`src/sv/p2bs_pkg.sv`:
```
package p2bs_pkg;

    typedef enum logic [1:0] {
        KIND_LOAD = 2'd0,
        KIND_GRAD = 2'd1,
        KIND_READ = 2'd2,
        KIND_NONE = 2'd3
    } kind_t;

    typedef enum logic [1:0] {
        MODE_MAX       = 2'd0,
        MODE_AVG_VALID = 2'd1,
        MODE_AVG_AREA  = 2'd2,
        MODE_SUM       = 2'd3
    } mode_t;

    typedef enum logic [2:0] {
        REG_POOL_MODE = 3'd0,
        REG_KERNEL_H  = 3'd1,
        REG_KERNEL_W  = 3'd2,
        REG_STRIDE_H  = 3'd3,
        REG_STRIDE_W  = 3'd4,
        REG_PAD_H     = 3'd5,
        REG_PAD_W     = 3'd6,
        REG_SPARE     = 3'd7
    } reg_index_t;

    typedef enum logic [1:0] {
        ADDR_TAP   = 2'd0,
        ADDR_BEST  = 2'd1,
        ADDR_ITEM  = 2'd2,
        ADDR_CLEAR = 2'd3
    } addr_sel_t;

    localparam int CFG_DATA_W = 4;

    typedef struct packed {
        logic [1:0]         kind;
        logic [5:0]         row;
        logic [5:0]         col;
        logic signed [31:0] sample;
    } in_t;

    typedef struct packed {
        logic signed [31:0] grad_value;
        logic [5:0]         out_row;
        logic [5:0]         out_col;
    } out_t;

    typedef struct packed {
        logic      load_item;
        logic      setup;
        logic      count_step;
        logic      div_start;
        logic      div_step;
        logic      tap_reset;
        logic      tap_advance;
        logic      act_write;
        logic      act_read;
        logic      grad_read;
        logic      grad_write;
        logic      write_zero;
        addr_sel_t addr_sel;
        logic      clear_step;
        logic      out_load;
    } cmd_t;

    typedef struct packed {
        kind_t kind;
        logic  in_plane;
        logic  empty;
        logic  mode_max;
        logic  count_done;
        logic  div_done;
        logic  tap_last;
        logic  clear_last;
        logic  out_busy;
    } status_t;

endpackage

```
`src/sv/p2bs_ctrl.sv`:
```
module p2bs_ctrl
    import p2bs_pkg::*;
(
    input  logic    aclk,
    input  logic    aresetn,
    input  logic    s_valid,
    output logic    s_ready,
    input  status_t status,
    output cmd_t    cmd
);

    typedef enum logic [3:0] {
        ST_CLEAR, ST_IDLE, ST_DECODE, ST_ACT_WR, ST_COUNT, ST_CHECK,
        ST_MSCAN, ST_MTAIL, ST_GRD, ST_GWR, ST_DIV, ST_ARD, ST_AWR,
        ST_RRD, ST_RWR
    } state_t;

    state_t state_reg, state_next;
    logic   ready_reg;

    assign s_ready = ready_reg;

    always_comb begin
        state_next = state_reg;
        cmd = '0;
        cmd.addr_sel = ADDR_TAP;
        unique case (state_reg)
            ST_CLEAR: begin
                cmd.clear_step = 1'b1;
                cmd.grad_write = 1'b1;
                cmd.write_zero = 1'b1;
                cmd.addr_sel = ADDR_CLEAR;
                if (status.clear_last) state_next = ST_IDLE;
            end
            ST_IDLE: begin
                if (s_valid) begin
                    cmd.load_item = 1'b1;
                    state_next = ST_DECODE;
                end
            end
            ST_DECODE: begin
                unique case (status.kind)
                    KIND_LOAD: state_next = ST_ACT_WR;
                    KIND_GRAD: begin
                        cmd.setup = 1'b1;
                        state_next = ST_COUNT;
                    end
                    KIND_READ: state_next = ST_RRD;
                    default:   state_next = ST_IDLE;
                endcase
            end
            ST_ACT_WR: begin
                cmd.act_write = status.in_plane;
                state_next = ST_IDLE;
            end
            ST_COUNT: begin
                cmd.count_step = 1'b1;
                if (status.count_done) state_next = ST_CHECK;
            end
            ST_CHECK: begin
                cmd.tap_reset = 1'b1;
                priority if (status.empty) begin
                    state_next = ST_IDLE;
                end else if (status.mode_max) begin
                    state_next = ST_MSCAN;
                end else begin
                    cmd.div_start = 1'b1;
                    state_next = ST_DIV;
                end
            end
            ST_MSCAN: begin
                cmd.act_read = 1'b1;
                cmd.tap_advance = 1'b1;
                if (status.tap_last) state_next = ST_MTAIL;
            end
            ST_MTAIL: state_next = ST_GRD;
            ST_GRD: begin
                cmd.grad_read = 1'b1;
                cmd.addr_sel = ADDR_BEST;
                state_next = ST_GWR;
            end
            ST_GWR: begin
                cmd.grad_write = 1'b1;
                cmd.addr_sel = ADDR_BEST;
                state_next = ST_IDLE;
            end
            ST_DIV: begin
                cmd.div_step = 1'b1;
                if (status.div_done) state_next = ST_ARD;
            end
            ST_ARD: begin
                cmd.grad_read = 1'b1;
                state_next = ST_AWR;
            end
            ST_AWR: begin
                cmd.grad_write = 1'b1;
                cmd.tap_advance = 1'b1;
                state_next = status.tap_last ? ST_IDLE : ST_ARD;
            end
            ST_RRD: begin
                cmd.grad_read = status.in_plane;
                cmd.addr_sel = ADDR_ITEM;
                state_next = ST_RWR;
            end
            ST_RWR: begin
                cmd.addr_sel = ADDR_ITEM;
                // hold until the output register can take the beat
                if (!status.out_busy) begin
                    cmd.grad_write = status.in_plane;
                    cmd.write_zero = 1'b1;
                    cmd.out_load = 1'b1;
                    state_next = ST_IDLE;
                end
            end
            default: state_next = ST_IDLE;
        endcase
    end

    always_ff @(posedge aclk) begin
        if (!aresetn) begin
            state_reg <= ST_CLEAR;
            ready_reg <= 1'b0;
        end else begin
            state_reg <= state_next;
            ready_reg <= (state_next == ST_IDLE);
        end
    end

endmodule

```
`config.mk`:
```
export PLATFORM = sky130hd
export DESIGN_NAME = p2bs_ctrl
export DESIGN_NICKNAME = d
export VERILOG_FILES = /design/src/sv/p2bs_pkg.sv /design/src/sv/p2bs_ctrl.sv
export SDC_FILE = /design/constraint.sdc
export NUM_CORES = 1
export LEC_CHECK = 0
export BUFFER_PORTS_ARGS = -buffer_cell sky130_fd_sc_hd__buf_2
export CAP_MARGIN = 40
export CORE_MARGIN = 5
export CORE_UTILIZATION = 41
export DETAILED_ROUTE_END_ITERATION = 10
export HOLD_SLACK_MARGIN = 0.12
export PLACE_DENSITY_LB_ADDON = 0.1
export SKIP_CTS_REPAIR_TIMING = 1
export SYNTH_ARGS = -nofsm -noshare
export SYNTH_HDL_FRONTEND = slang
export SYNTH_SLANG_ARGS = --single-unit
export TNS_END_PERCENT = 5
```
`constraint.sdc`:
```
create_clock -name aclk -period 1.65 [get_ports aclk]
set_clock_uncertainty 0.1 [all_clocks]
set_input_delay 0.495 -clock aclk [delete_from_list [all_inputs] [get_ports aclk]]
set_output_delay 0.495 -clock aclk [all_outputs]
set_load 0.05 [all_outputs]
```
======== Yosys cells after proc, flatten, opt, wreduce, memory -nomap -nowiden ========
Cells that the tools add are included.
storage, ports and cells
  input port bits ......................... 13
  output and inout bits ................... 17
  word-level logic and storage cells ...... 58
  register bits ........................... 5
operators by class
  eq/ne operators ......................... 17
  reductions and logical operators ........ 7
  mux-type cells .......................... 32
operators with widths
  cell                number
  $pmux 4 s13         1
  $mux 4              9
  $eq 4x4->1 const B  7
  $eq 4x3->1 const B  4
  $mux 1              16
  $pmux 4 s3          1
  $eq 4x1->1 const B  2
  $eq 4x2->1 const B  2
  $reduce_or 2->1     4
  $pmux 1 s2          3
  $pmux 2 s3          1
  $logic_not 4->1     1
  $reduce_or 3->1     1
  $eq 2x1->1 const B  1
  $eq 2x2->1 const B  1
  $logic_not 2->1     1
  $mux 2              1

======== Logic depth before layout (Yosys ltp) ========
Gate-level depths: netlist (run 1).
  word-level depth ........................ 4
  depth in mapped cells ................... 7
  mapped depth without buffers ............ 7

======== Worst setup path after synthesis (run 1) ========
OpenSTA, ideal clock, no wires.
  path kind ............................... register to output
  from .................................... reg state_reg[1]
  to ...................................... out cmd[4] (netlist name)
  setup slack ............................. -1.610 ns
  cell stages (with the launch flop) ...... 4
  data arrival time ....................... 2.665 ns
  buffers on the path ..................... 1
  required time ........................... 1.055 ns
  path through ............................ dfxtp_1 -> buf_1 -> nor4_1 -> or2_1
RTL lines
  item                      line              RTL
  start: declaration        p2bs_ctrl.sv:18   state_t state_reg, state_next;
  start signal: assignment  p2bs_ctrl.sv:124  state_reg <= state_next;
  end: declaration          p2bs_ctrl.sv:9    output cmd_t cmd

==> results of run 1 <==
cell families (layout without fill, tap and decap cells):
group | count (synthesis) | after routing | synth area share, %
AND/OR/NAND/NOR | 43 | 43 | 34.9
XOR/XNOR | 1 | 1 | 1.31
flip-flops | 5 | 5 | 14.9
buffers and inverters | 13 | 76 | 10.8
multiplexers | 2 | 2 | 2.99
adder cells (fa/ha/maj) | 4 | 4 | 7.46
AO/OA/AOI/OAI | 25 | 25 | 27.6
power breakdown:
group | internal [uW] | total, uW | switching, uW
clock network | 92.0 | 150 | 58.5
logic | 263 | 622 | 359
registers | 132 | 154 | 21.4
routing by layer:
metal / vias to the layer above / GRT usage, % / routed length, um
met5: - / 0 / 0
met4: 0 / 6.38 / 144
met3: 17 / 3.25 / 212
met2: 65 / 33.1 / 1690
met1: 491 / 23.5 / 1280
li1: 460 / - / -
cell usage in the layout (no fill, tap or decap), types with 2 or more instances in the layout:
cell	n
buf_2	13
o32a_1	2
clkbuf_4	4
nor2_2	4
nand2b_2	2
ha_1	4
nor3_2	2
nor4_4	2
nor2_4	4
buf_4	31
a21oi_1	6
o21a_1	2
inv_1	6
o22ai_1	2
o22ai_2	2
buf_6	18
nor3_1	4
nand2b_4	4
mux2i_1	2
dfxtp_4	4
nand2_1	3
nor2_1	8
through the flow:
| stage | hold slack (ns) | TNS (ns) | std cells |
|---|---|---|---|
| finish | 0.404 | -5.16 | 172 |
| global route | 0.412 | -6.25 | 172 |
| CTS | 0.392 | -7.55 | 171 |
| detailed placement | 0.649 | -3.24 | 167 |
| global placement | 0.636 | -2.87 | 167 |
| floorplan | 0.513 | -3.99 | 93 |
cell type report:
type                    instances  area share [%]
multi-input cells              75            48.5
repair buffers                 65            38.2
flip-flops and latches          5            8.11
clock buffers                   4            1.85
inverters                       7            1.85
well taps                      16            1.41
worst max-delay path, delay by kind of cell (launching register included):
| kind | cells | cell delay, ns |
|---|---|---|
| buffers and inverters | 2 | 0.37 |
| DFF | 1 | 0.37 |
| and+or+nand+nor | 2 | 0.42 |
final timing paths:
kind / startpoint / end / slack (ns) / cells past startpoint
worst min register to register: state_reg[3]$_SDFF_PN0_ / state_reg[1]$_SDFF_PN0_ / 0.80 / 3
worst max register to register: state_reg[1]$_SDFF_PN0_ / s_ready$_SDFF_PN0_ / -0.23 / 7
worst min-delay path: aresetn / state_reg[3]$_SDFF_PN0_ / 0.40 / 2
worst max-delay path: state_reg[3]$_SDFF_PN0_ / cmd[10] / -0.36 / 4
==> metrics.cfg, run 1 <==
[placed_design]
hpwl_mm=1.89
port_buffers=29
placed_area_um2=1160
place_congestion=0.882
pre_cts_ws_ns=-0.351

[route]
drt_pass1_iterations=4
drt_iter0_drc=29
post-route-drc-count=0
wirelength_mm=3.32
wl_per_cell_um=19.3
ant_nets=0
num_vias=1033
vias_per_cell=6.01

[cts]
cts.clk_slew.worst_paths_ns=0.05
clock_latency_ns=0.25
clockRootBuffer=clkbuf_4
cts_max_level=1
cts_sinks=5
cts_inserted_buffers=3
cts_buffer_depth=2
cts_tree=yes

[sta]
hold_viol_final=0
setup_ws_ns=-0.362
setup_viol=18
rsz0062_at_grt=true
finalCritPeriodShare_pct=122
worstMarginPinSlew_ns=0.389
max-slew-margin-rel_pct=74.1
timing.fmax_mhz=497
slew_viol_final=0
period_needed_ns=2.01

[synth]
synth_warnings=0
yosysTopAreaCell=dfxtp_1
syn_inst=93
async_reset_ff_share_pct=0
synth_edf_count=0
yosysUniqueCellTypes=37
synth_common_cells=16 x nor2_1, 7 x nor3_1, 6 x a21oi_1, 6 x inv_1
syn_area_per_cell_um2=7.21
synth_most_common_cell=nor2_1
synthTopCellsByArea=dfxtp_1 15%, nor2_1 9.0%, ha_1 7.5%
synth-main-ff-cell=dfxtp_1
synth.top_cell.area_share_pct=14.9
ys_seq_area_share_pct=14.9
ys_ff_latch=5
syn_nets=110
netlist_area_um2=671

[finish]
diodes=0
fillers=50
fin_area_um2=1420
drive_gt1_share_pct=67.3
areaGrowthSynthToFinish_pct=112
seqCellArea_um2=115
finish.utilization_pct=93.2
largest_register_ffs=4
fin_nets=174
multiInputGateArea_um2=689

[grt]
grt_pass1_wl_mm=3.99
antenna_found_initial=0
grt_max_degree=8
grtUsageTotal_pct=19.1
grt_pass1_vias=933
grt_overflow=0

[die]
floorplan.initialDensity_pct=44.0
rows=14
coreArea_um2=1520
die_w_um=50.4
die_y_um=50.4
ios=30
die-area_um2=2540

[setup_path]
cpPeakStageDelay_ns=0.37
worstPathMaxFanout=6
cp-start-kind=register
cp.arrival_ns=1.42
crit_required_ns=1.05
path_cells=nand2b_2, buf_4, nor2_1, buf_6
critical-path-slowest-cell=dfxtp_4
crit_type=register to output pin
endpoint_kind=output pin

[run]
drv_cap=0

[pwr]
p_leak_uw=0.000630
power_density_nw_per_um2=652
vdd_ir_drop_max_v=0.000719
total_power_uw=926

[status]
status=finished, violations left
violations=setup timing

[worst_hold_path]
holdCritPathClass=input pin to register

No activity file was read; power rests on OpenSTA's default activity.
==> inputs of run 2 (changes only) <==
--- a/config.mk
+++ b/config.mk
@@ -5,10 +5,11 @@
 export SDC_FILE = /design/constraint.sdc
 export NUM_CORES = 1
 export LEC_CHECK = 0
-export BUFFER_PORTS_ARGS = -buffer_cell sky130_fd_sc_hd__buf_2
+export BUFFER_PORTS_ARGS = -buffer_cell sky130_fd_sc_hd__clkbuf_2
 export CAP_MARGIN = 40
 export CORE_MARGIN = 5
 export CORE_UTILIZATION = 41
+export CTS_CLUSTER_DIAMETER = 150
 export DETAILED_ROUTE_END_ITERATION = 10
 export HOLD_SLACK_MARGIN = 0.12
 export PLACE_DENSITY_LB_ADDON = 0.1
==> constraint.sdc (replaced) <==
create_clock -name aclk -period 1.65 [get_ports aclk]
set_clock_uncertainty 0.1 [all_clocks]
set_input_delay 0.33 -clock aclk [delete_from_list [all_inputs] [get_ports aclk]]
set_output_delay 0.33 -clock aclk [all_outputs]
set_load 0.05 [all_outputs]
==> metrics.cfg, run 2 (synthesized netlist as in run 1, its figures left out) <==
[status]
status=finished, violations left
violations=setup timing

[sta]
slew_viol_final=0
timing.fmax_mhz=534
period_needed_ns=1.87
rsz0062_at_grt=true
fin_setup_tns_ns=-1.42
setup_viol=15
finalCritPeriodShare_pct=113
worstMarginPinSlew_ns=0.372
hold_viol_final=0
max-slew-margin-rel_pct=75.2
setup_ws_ns=-0.222

[worst_hold_path]
holdCritPathClass=input pin to register
hold_path_depth=2
hold_end=state_reg[1]$_SDFF_PN0_
worstHoldStart=aresetn

[grt]
antenna_found_initial=0
grt_max_degree=10
grt_overflow=0
grt_pass1_vias=883
grt_pass1_wl_mm=3.95
grtUsageTotal_pct=19.3

[finish]
drive_gt1_share_pct=61.0
layout_commonest_cell=buf_4
fin_nets=164
areaGrowthSynthToFinish_pct=98.1
final_cell_mix=22 x buf_4, 16 x buf_6, 13 x clkbuf_2
diodes=0
largest_register_ffs=4

[pwr]
power_frac_clock_pct=16.3
power_density_nw_per_um2=663
p_leak_uw=0.000585
swShare_pct=46.2
seq_power_share_pct=17.6
vdd_ir_drop_max_v=0.000620
comb_power_share_pct=66.1
p_int_uw=474
switchingPower_uw=407
total_power_uw=881

[die]
rows=14
coreArea_um2=1520
die_y_um=50.4
die_w_um=50.4
ios=30
floorplan.initialDensity_pct=44.0
die-area_um2=2540

[cts]
cts_buffer_depth=2
cts_max_level=1
cts.clk_slew.worst_paths_ns=0.05
cts_sinks=5
clockRootBuffer=clkbuf_4
cts_inserted_buffers=3
clock_latency_ns=0.25
cts_tree=yes

[setup_path]
cpPeakStageDelay_ns=0.39
crit_top_cell=buf_12
reg2reg_from=state_reg[3]$_SDFF_PN0_
cp.arrival_ns=1.44
cp-start-kind=register
reg2regPathDepth=6
path_cells=buf_12, clkinvlp_4, buf_6, a211oi_4, buf_12
reg2reg_to=s_ready$_SDFF_PN0_
critical-path-slowest-cell=dfxtp_4
crit_required_ns=1.22
worst-r2r-setup-slack_ns=-0.02
crit_type=register to output pin
worstPathMaxFanout=6
endpoint_kind=output pin

[route]
post-route-drc-count=0
drt_pass1_iterations=4
wirelength_mm=2.60
ant_nets=0
wl_per_cell_um=16.0
num_vias=919
vias_per_cell=5.67
drt_iter0_drc=14

[run]
drv_cap=0

[placed_design]
place_congestion=0.881
port_buffers=29
hpwl_mm=1.90

[run 2: metal layers]
layer,up-vias,share of wire [%],GRT usage [%]
met2,32,53,34.7
met4,0,1.3,3.83
met5,-,0,0
met1,441,40,22.8
li1,440,-,-
met3,6,5.3,4.73
[run 2: final cells by class]
cell class | count | area (um^2)
clock buffers | 4 | 26.3
inverters | 7 | 30.0
well taps | 16 | 20.0
fillers | 90 | 195
repair buffers | 55 | 490
flip-flops and latches | 5 | 115
multi-input cells | 75 | 647
[run 2: critical path: cells and delay by family, from the launching register on]
kind,cells,cell delay [ns]
buffers and inverters,4,0.55
AO/OA/AOI/OAI,1,0.24
flip-flops,1,0.39
[run 2: power groups by stage]
| stage | Clock (uW) | Sequential [uW] | Combinational (uW) |
|---|---|---|---|
| 2_1_floorplan | 0 | 161 | 332 |
| 3_3_place_gp | 0 | 153 | 506 |
| 3_5_place_dp | 0 | 153 | 514 |
| 4_1_cts | 144 | 152 | 516 |
| 5_1_grt | 162 | 156 | 618 |
| 6_report | 143 | 155 | 583 |
[run 2: worst max path at each step]
stage,start,endpoint,slack [ns],cells after the start
floorplan,state_reg[3]$_SDFF_PN0_,cmd[4],-0.27,3
global placement,state_reg[2]$_SDFF_PN0_,cmd[8],-0.10,5
detailed placement,state_reg[2]$_SDFF_PN0_,cmd[8],-0.11,5
CTS,state_reg[2]$_SDFF_PN0_,cmd[3],-0.40,5
global route,state_reg[0]$_SDFF_PN0_,cmd[6],-0.30,5
finish,state_reg[3]$_SDFF_PN0_,cmd[6],-0.22,5
[run 2: metrics by stage]
| stage | area, um^2 | std cells | worst slack (ns) | util [%] | hold WS [ns] |
|---|---|---|---|---|---|
| 2_1_floorplan | 776 | 93 | -0.274 | - | 0.348 |
| 3_3_place_gp | 1120 | 156 | -0.103 | 73.2 | 0.479 |
| 3_5_place_dp | 1120 | 156 | -0.108 | 73.2 | 0.482 |
| 4_1_cts | 1140 | 160 | -0.398 | 75.0 | 0.231 |
| 5_1_grt | 1330 | 162 | -0.303 | 87.2 | 0.228 |
| 6_report | 1330 | 162 | -0.222 | 87.2 | 0.222 |
==> inputs of run 3 (changes only) <==
--- a/config.mk
+++ b/config.mk
@@ -11,6 +11,7 @@
 export CORE_UTILIZATION = 41
 export CTS_CLUSTER_DIAMETER = 150
 export DETAILED_ROUTE_END_ITERATION = 10
+export GPL_TIMING_DRIVEN = 0
 export HOLD_SLACK_MARGIN = 0.12
 export PLACE_DENSITY_LB_ADDON = 0.1
 export SKIP_CTS_REPAIR_TIMING = 1
==> metrics.cfg, run 3 (synthesized netlist as in run 1, its figures left out) <==
[status]
status=finished, violations left
violations=setup timing

[sta]
setup_ws_ns=-0.197
worstMarginPinSlew_ns=0.510
hold_viol_final=0
setup_viol=15
timing.fmax_mhz=541
hold_slack_ns=0.235
slew_viol_final=0
max-slew-margin-rel_pct=65.8
period_needed_ns=1.85
finalCritPeriodShare_pct=112
fin_setup_tns_ns=-1.81
rsz0062_at_grt=true

[setup_path]
reg2reg_to=s_ready$_SDFF_PN0_
cpPeakStageDelay_ns=0.32
reg2regPathDepth=5
worst-r2r-setup-slack_ns=-0.06
endpoint_kind=output pin
path_cells=buf_6, nor2_2, nand3_1, nor2_1, clkbuf_4
crit_type=register to output pin
reg2reg_from=state_reg[1]$_SDFF_PN0_
critical-path-slowest-cell=dfxtp_2
cp-start-kind=register
worstPathMaxFanout=8
crit_required_ns=1.22
cp.arrival_ns=1.42

[die]
coreArea_um2=1520
die_w_um=50.4
rows=14
die-area_um2=2540
floorplan.initialDensity_pct=44.0
die_y_um=50.4
ios=30

[cts]
cts_tree=yes
cts.clk_slew.worst_paths_ns=0.05
cts_inserted_buffers=3
clock_latency_ns=0.25
clockRootBuffer=clkbuf_4
cts_max_level=1
cts_buffer_depth=2
cts_sinks=5

[pwr]
comb_power_share_pct=63.9
vdd_ir_drop_max_v=0.000429
seq_power_share_pct=18.1
swShare_pct=47.9
p_leak_uw=0.000501
switchingPower_uw=396
p_int_uw=431
power_frac_clock_pct=18.1
power_density_nw_per_um2=711

[finish]
multiInputGateArea_um2=636
areaGrowthSynthToFinish_pct=73.3
fin_nets=148
final_cell_mix=14 x buf_6, 13 x clkbuf_2, 11 x nor2_1
seqCellArea_um2=109
fin_area_um2=1160
drive_gt1_share_pct=55.4
largest_register_ffs=4
diodes=0
fillers=114
finish.utilization_pct=76.3
layout_commonest_cell=buf_6

[grt]
grt_pass1_vias=788
grt_max_degree=11
grt_overflow=0
grtUsageTotal_pct=17.9
antenna_found_initial=0
grt_pass1_wl_mm=3.61

[route]
wirelength_mm=2.44
vias_per_cell=5.96
drt_iter0_drc=33
wl_per_cell_um=16.7
drt_pass1_iterations=5
num_vias=870
ant_nets=0
post-route-drc-count=0

[placed_design]
place_congestion=0.826
port_buffers=29
hpwl_mm=1.68
placed_area_um2=941
pre_cts_ws_ns=-0.208

[worst_hold_path]
hold_end=state_reg[1]$_SDFF_PN0_
worstHoldStart=aresetn
hold_path_depth=2
holdCritPathClass=input pin to register

[run]
drv_cap=0

-- run 3: cell types whose count changed in the layout (fill, tap and decap cells not counted), sizes merged --
cell,previous run,this run
buf,42,23
inv,6,7
clkinvlp,1,0
clkbuf,17,20
-- run 3: how the worst max path moves through the flow --
| stage | start | to | cells after the start |
|---|---|---|---|
| final | state_reg[2]$_SDFF_PN0_ | cmd[8] | 5 |
| after CTS | state_reg[2]$_SDFF_PN0_ | cmd[6] | 7 |
| after global placement | state_reg[2]$_SDFF_PN0_ | cmd[6] | 7 |
| after floorplan | state_reg[3]$_SDFF_PN0_ | cmd[4] | 3 |
| after global routing | state_reg[2]$_SDFF_PN0_ | cmd[3] | 7 |
| after detailed placement | state_reg[2]$_SDFF_PN0_ | cmd[6] | 7 |
-- run 3: through the flow --
step	std cells	power [uW]
after floorplan	93	493
after global placement	138	581
after detailed placement	138	587
after CTS	142	739
after global routing	146	872
final	146	826
-- run 3: critical path: cells and delay by family, from the launching register on --
family | cells | cell delay [ns]
buffers and inverters | 2 | 0.38
and+or+nand+nor | 3 | 0.48
DFF | 1 | 0.32
-- run 3: power by group through the flow --
stage / combinational, uW / clock (uW) / sequential (uW)
after floorplan: 332 / 0 / 161
after global placement: 433 / 0 / 148
after detailed placement: 438 / 0 / 148
after CTS: 441 / 152 / 146
after global routing: 558 / 163 / 151
final: 528 / 149 / 149
-- run 3: area by class of cell --
cell class                      count  share of cell area, %
Buffer                              6                   6.57
Clock buffer                        4                   2.26
Inverter                            7                   2.26
Multi-Input combinational cell     75                   54.7
Sequential cell                     5                   9.36
Tap cell                           16                   1.72
Timing Repair Buffer               33                   23.1
-- run 3: metal layers --
layer,share of wire [%],up-vias,global-route usage [%]
met5,0,-,0
met1,38,392,23.0
li1,-,410,-
met2,51,62,27.7
met4,1.7,0,7.66
met3,9.0,6,5.03
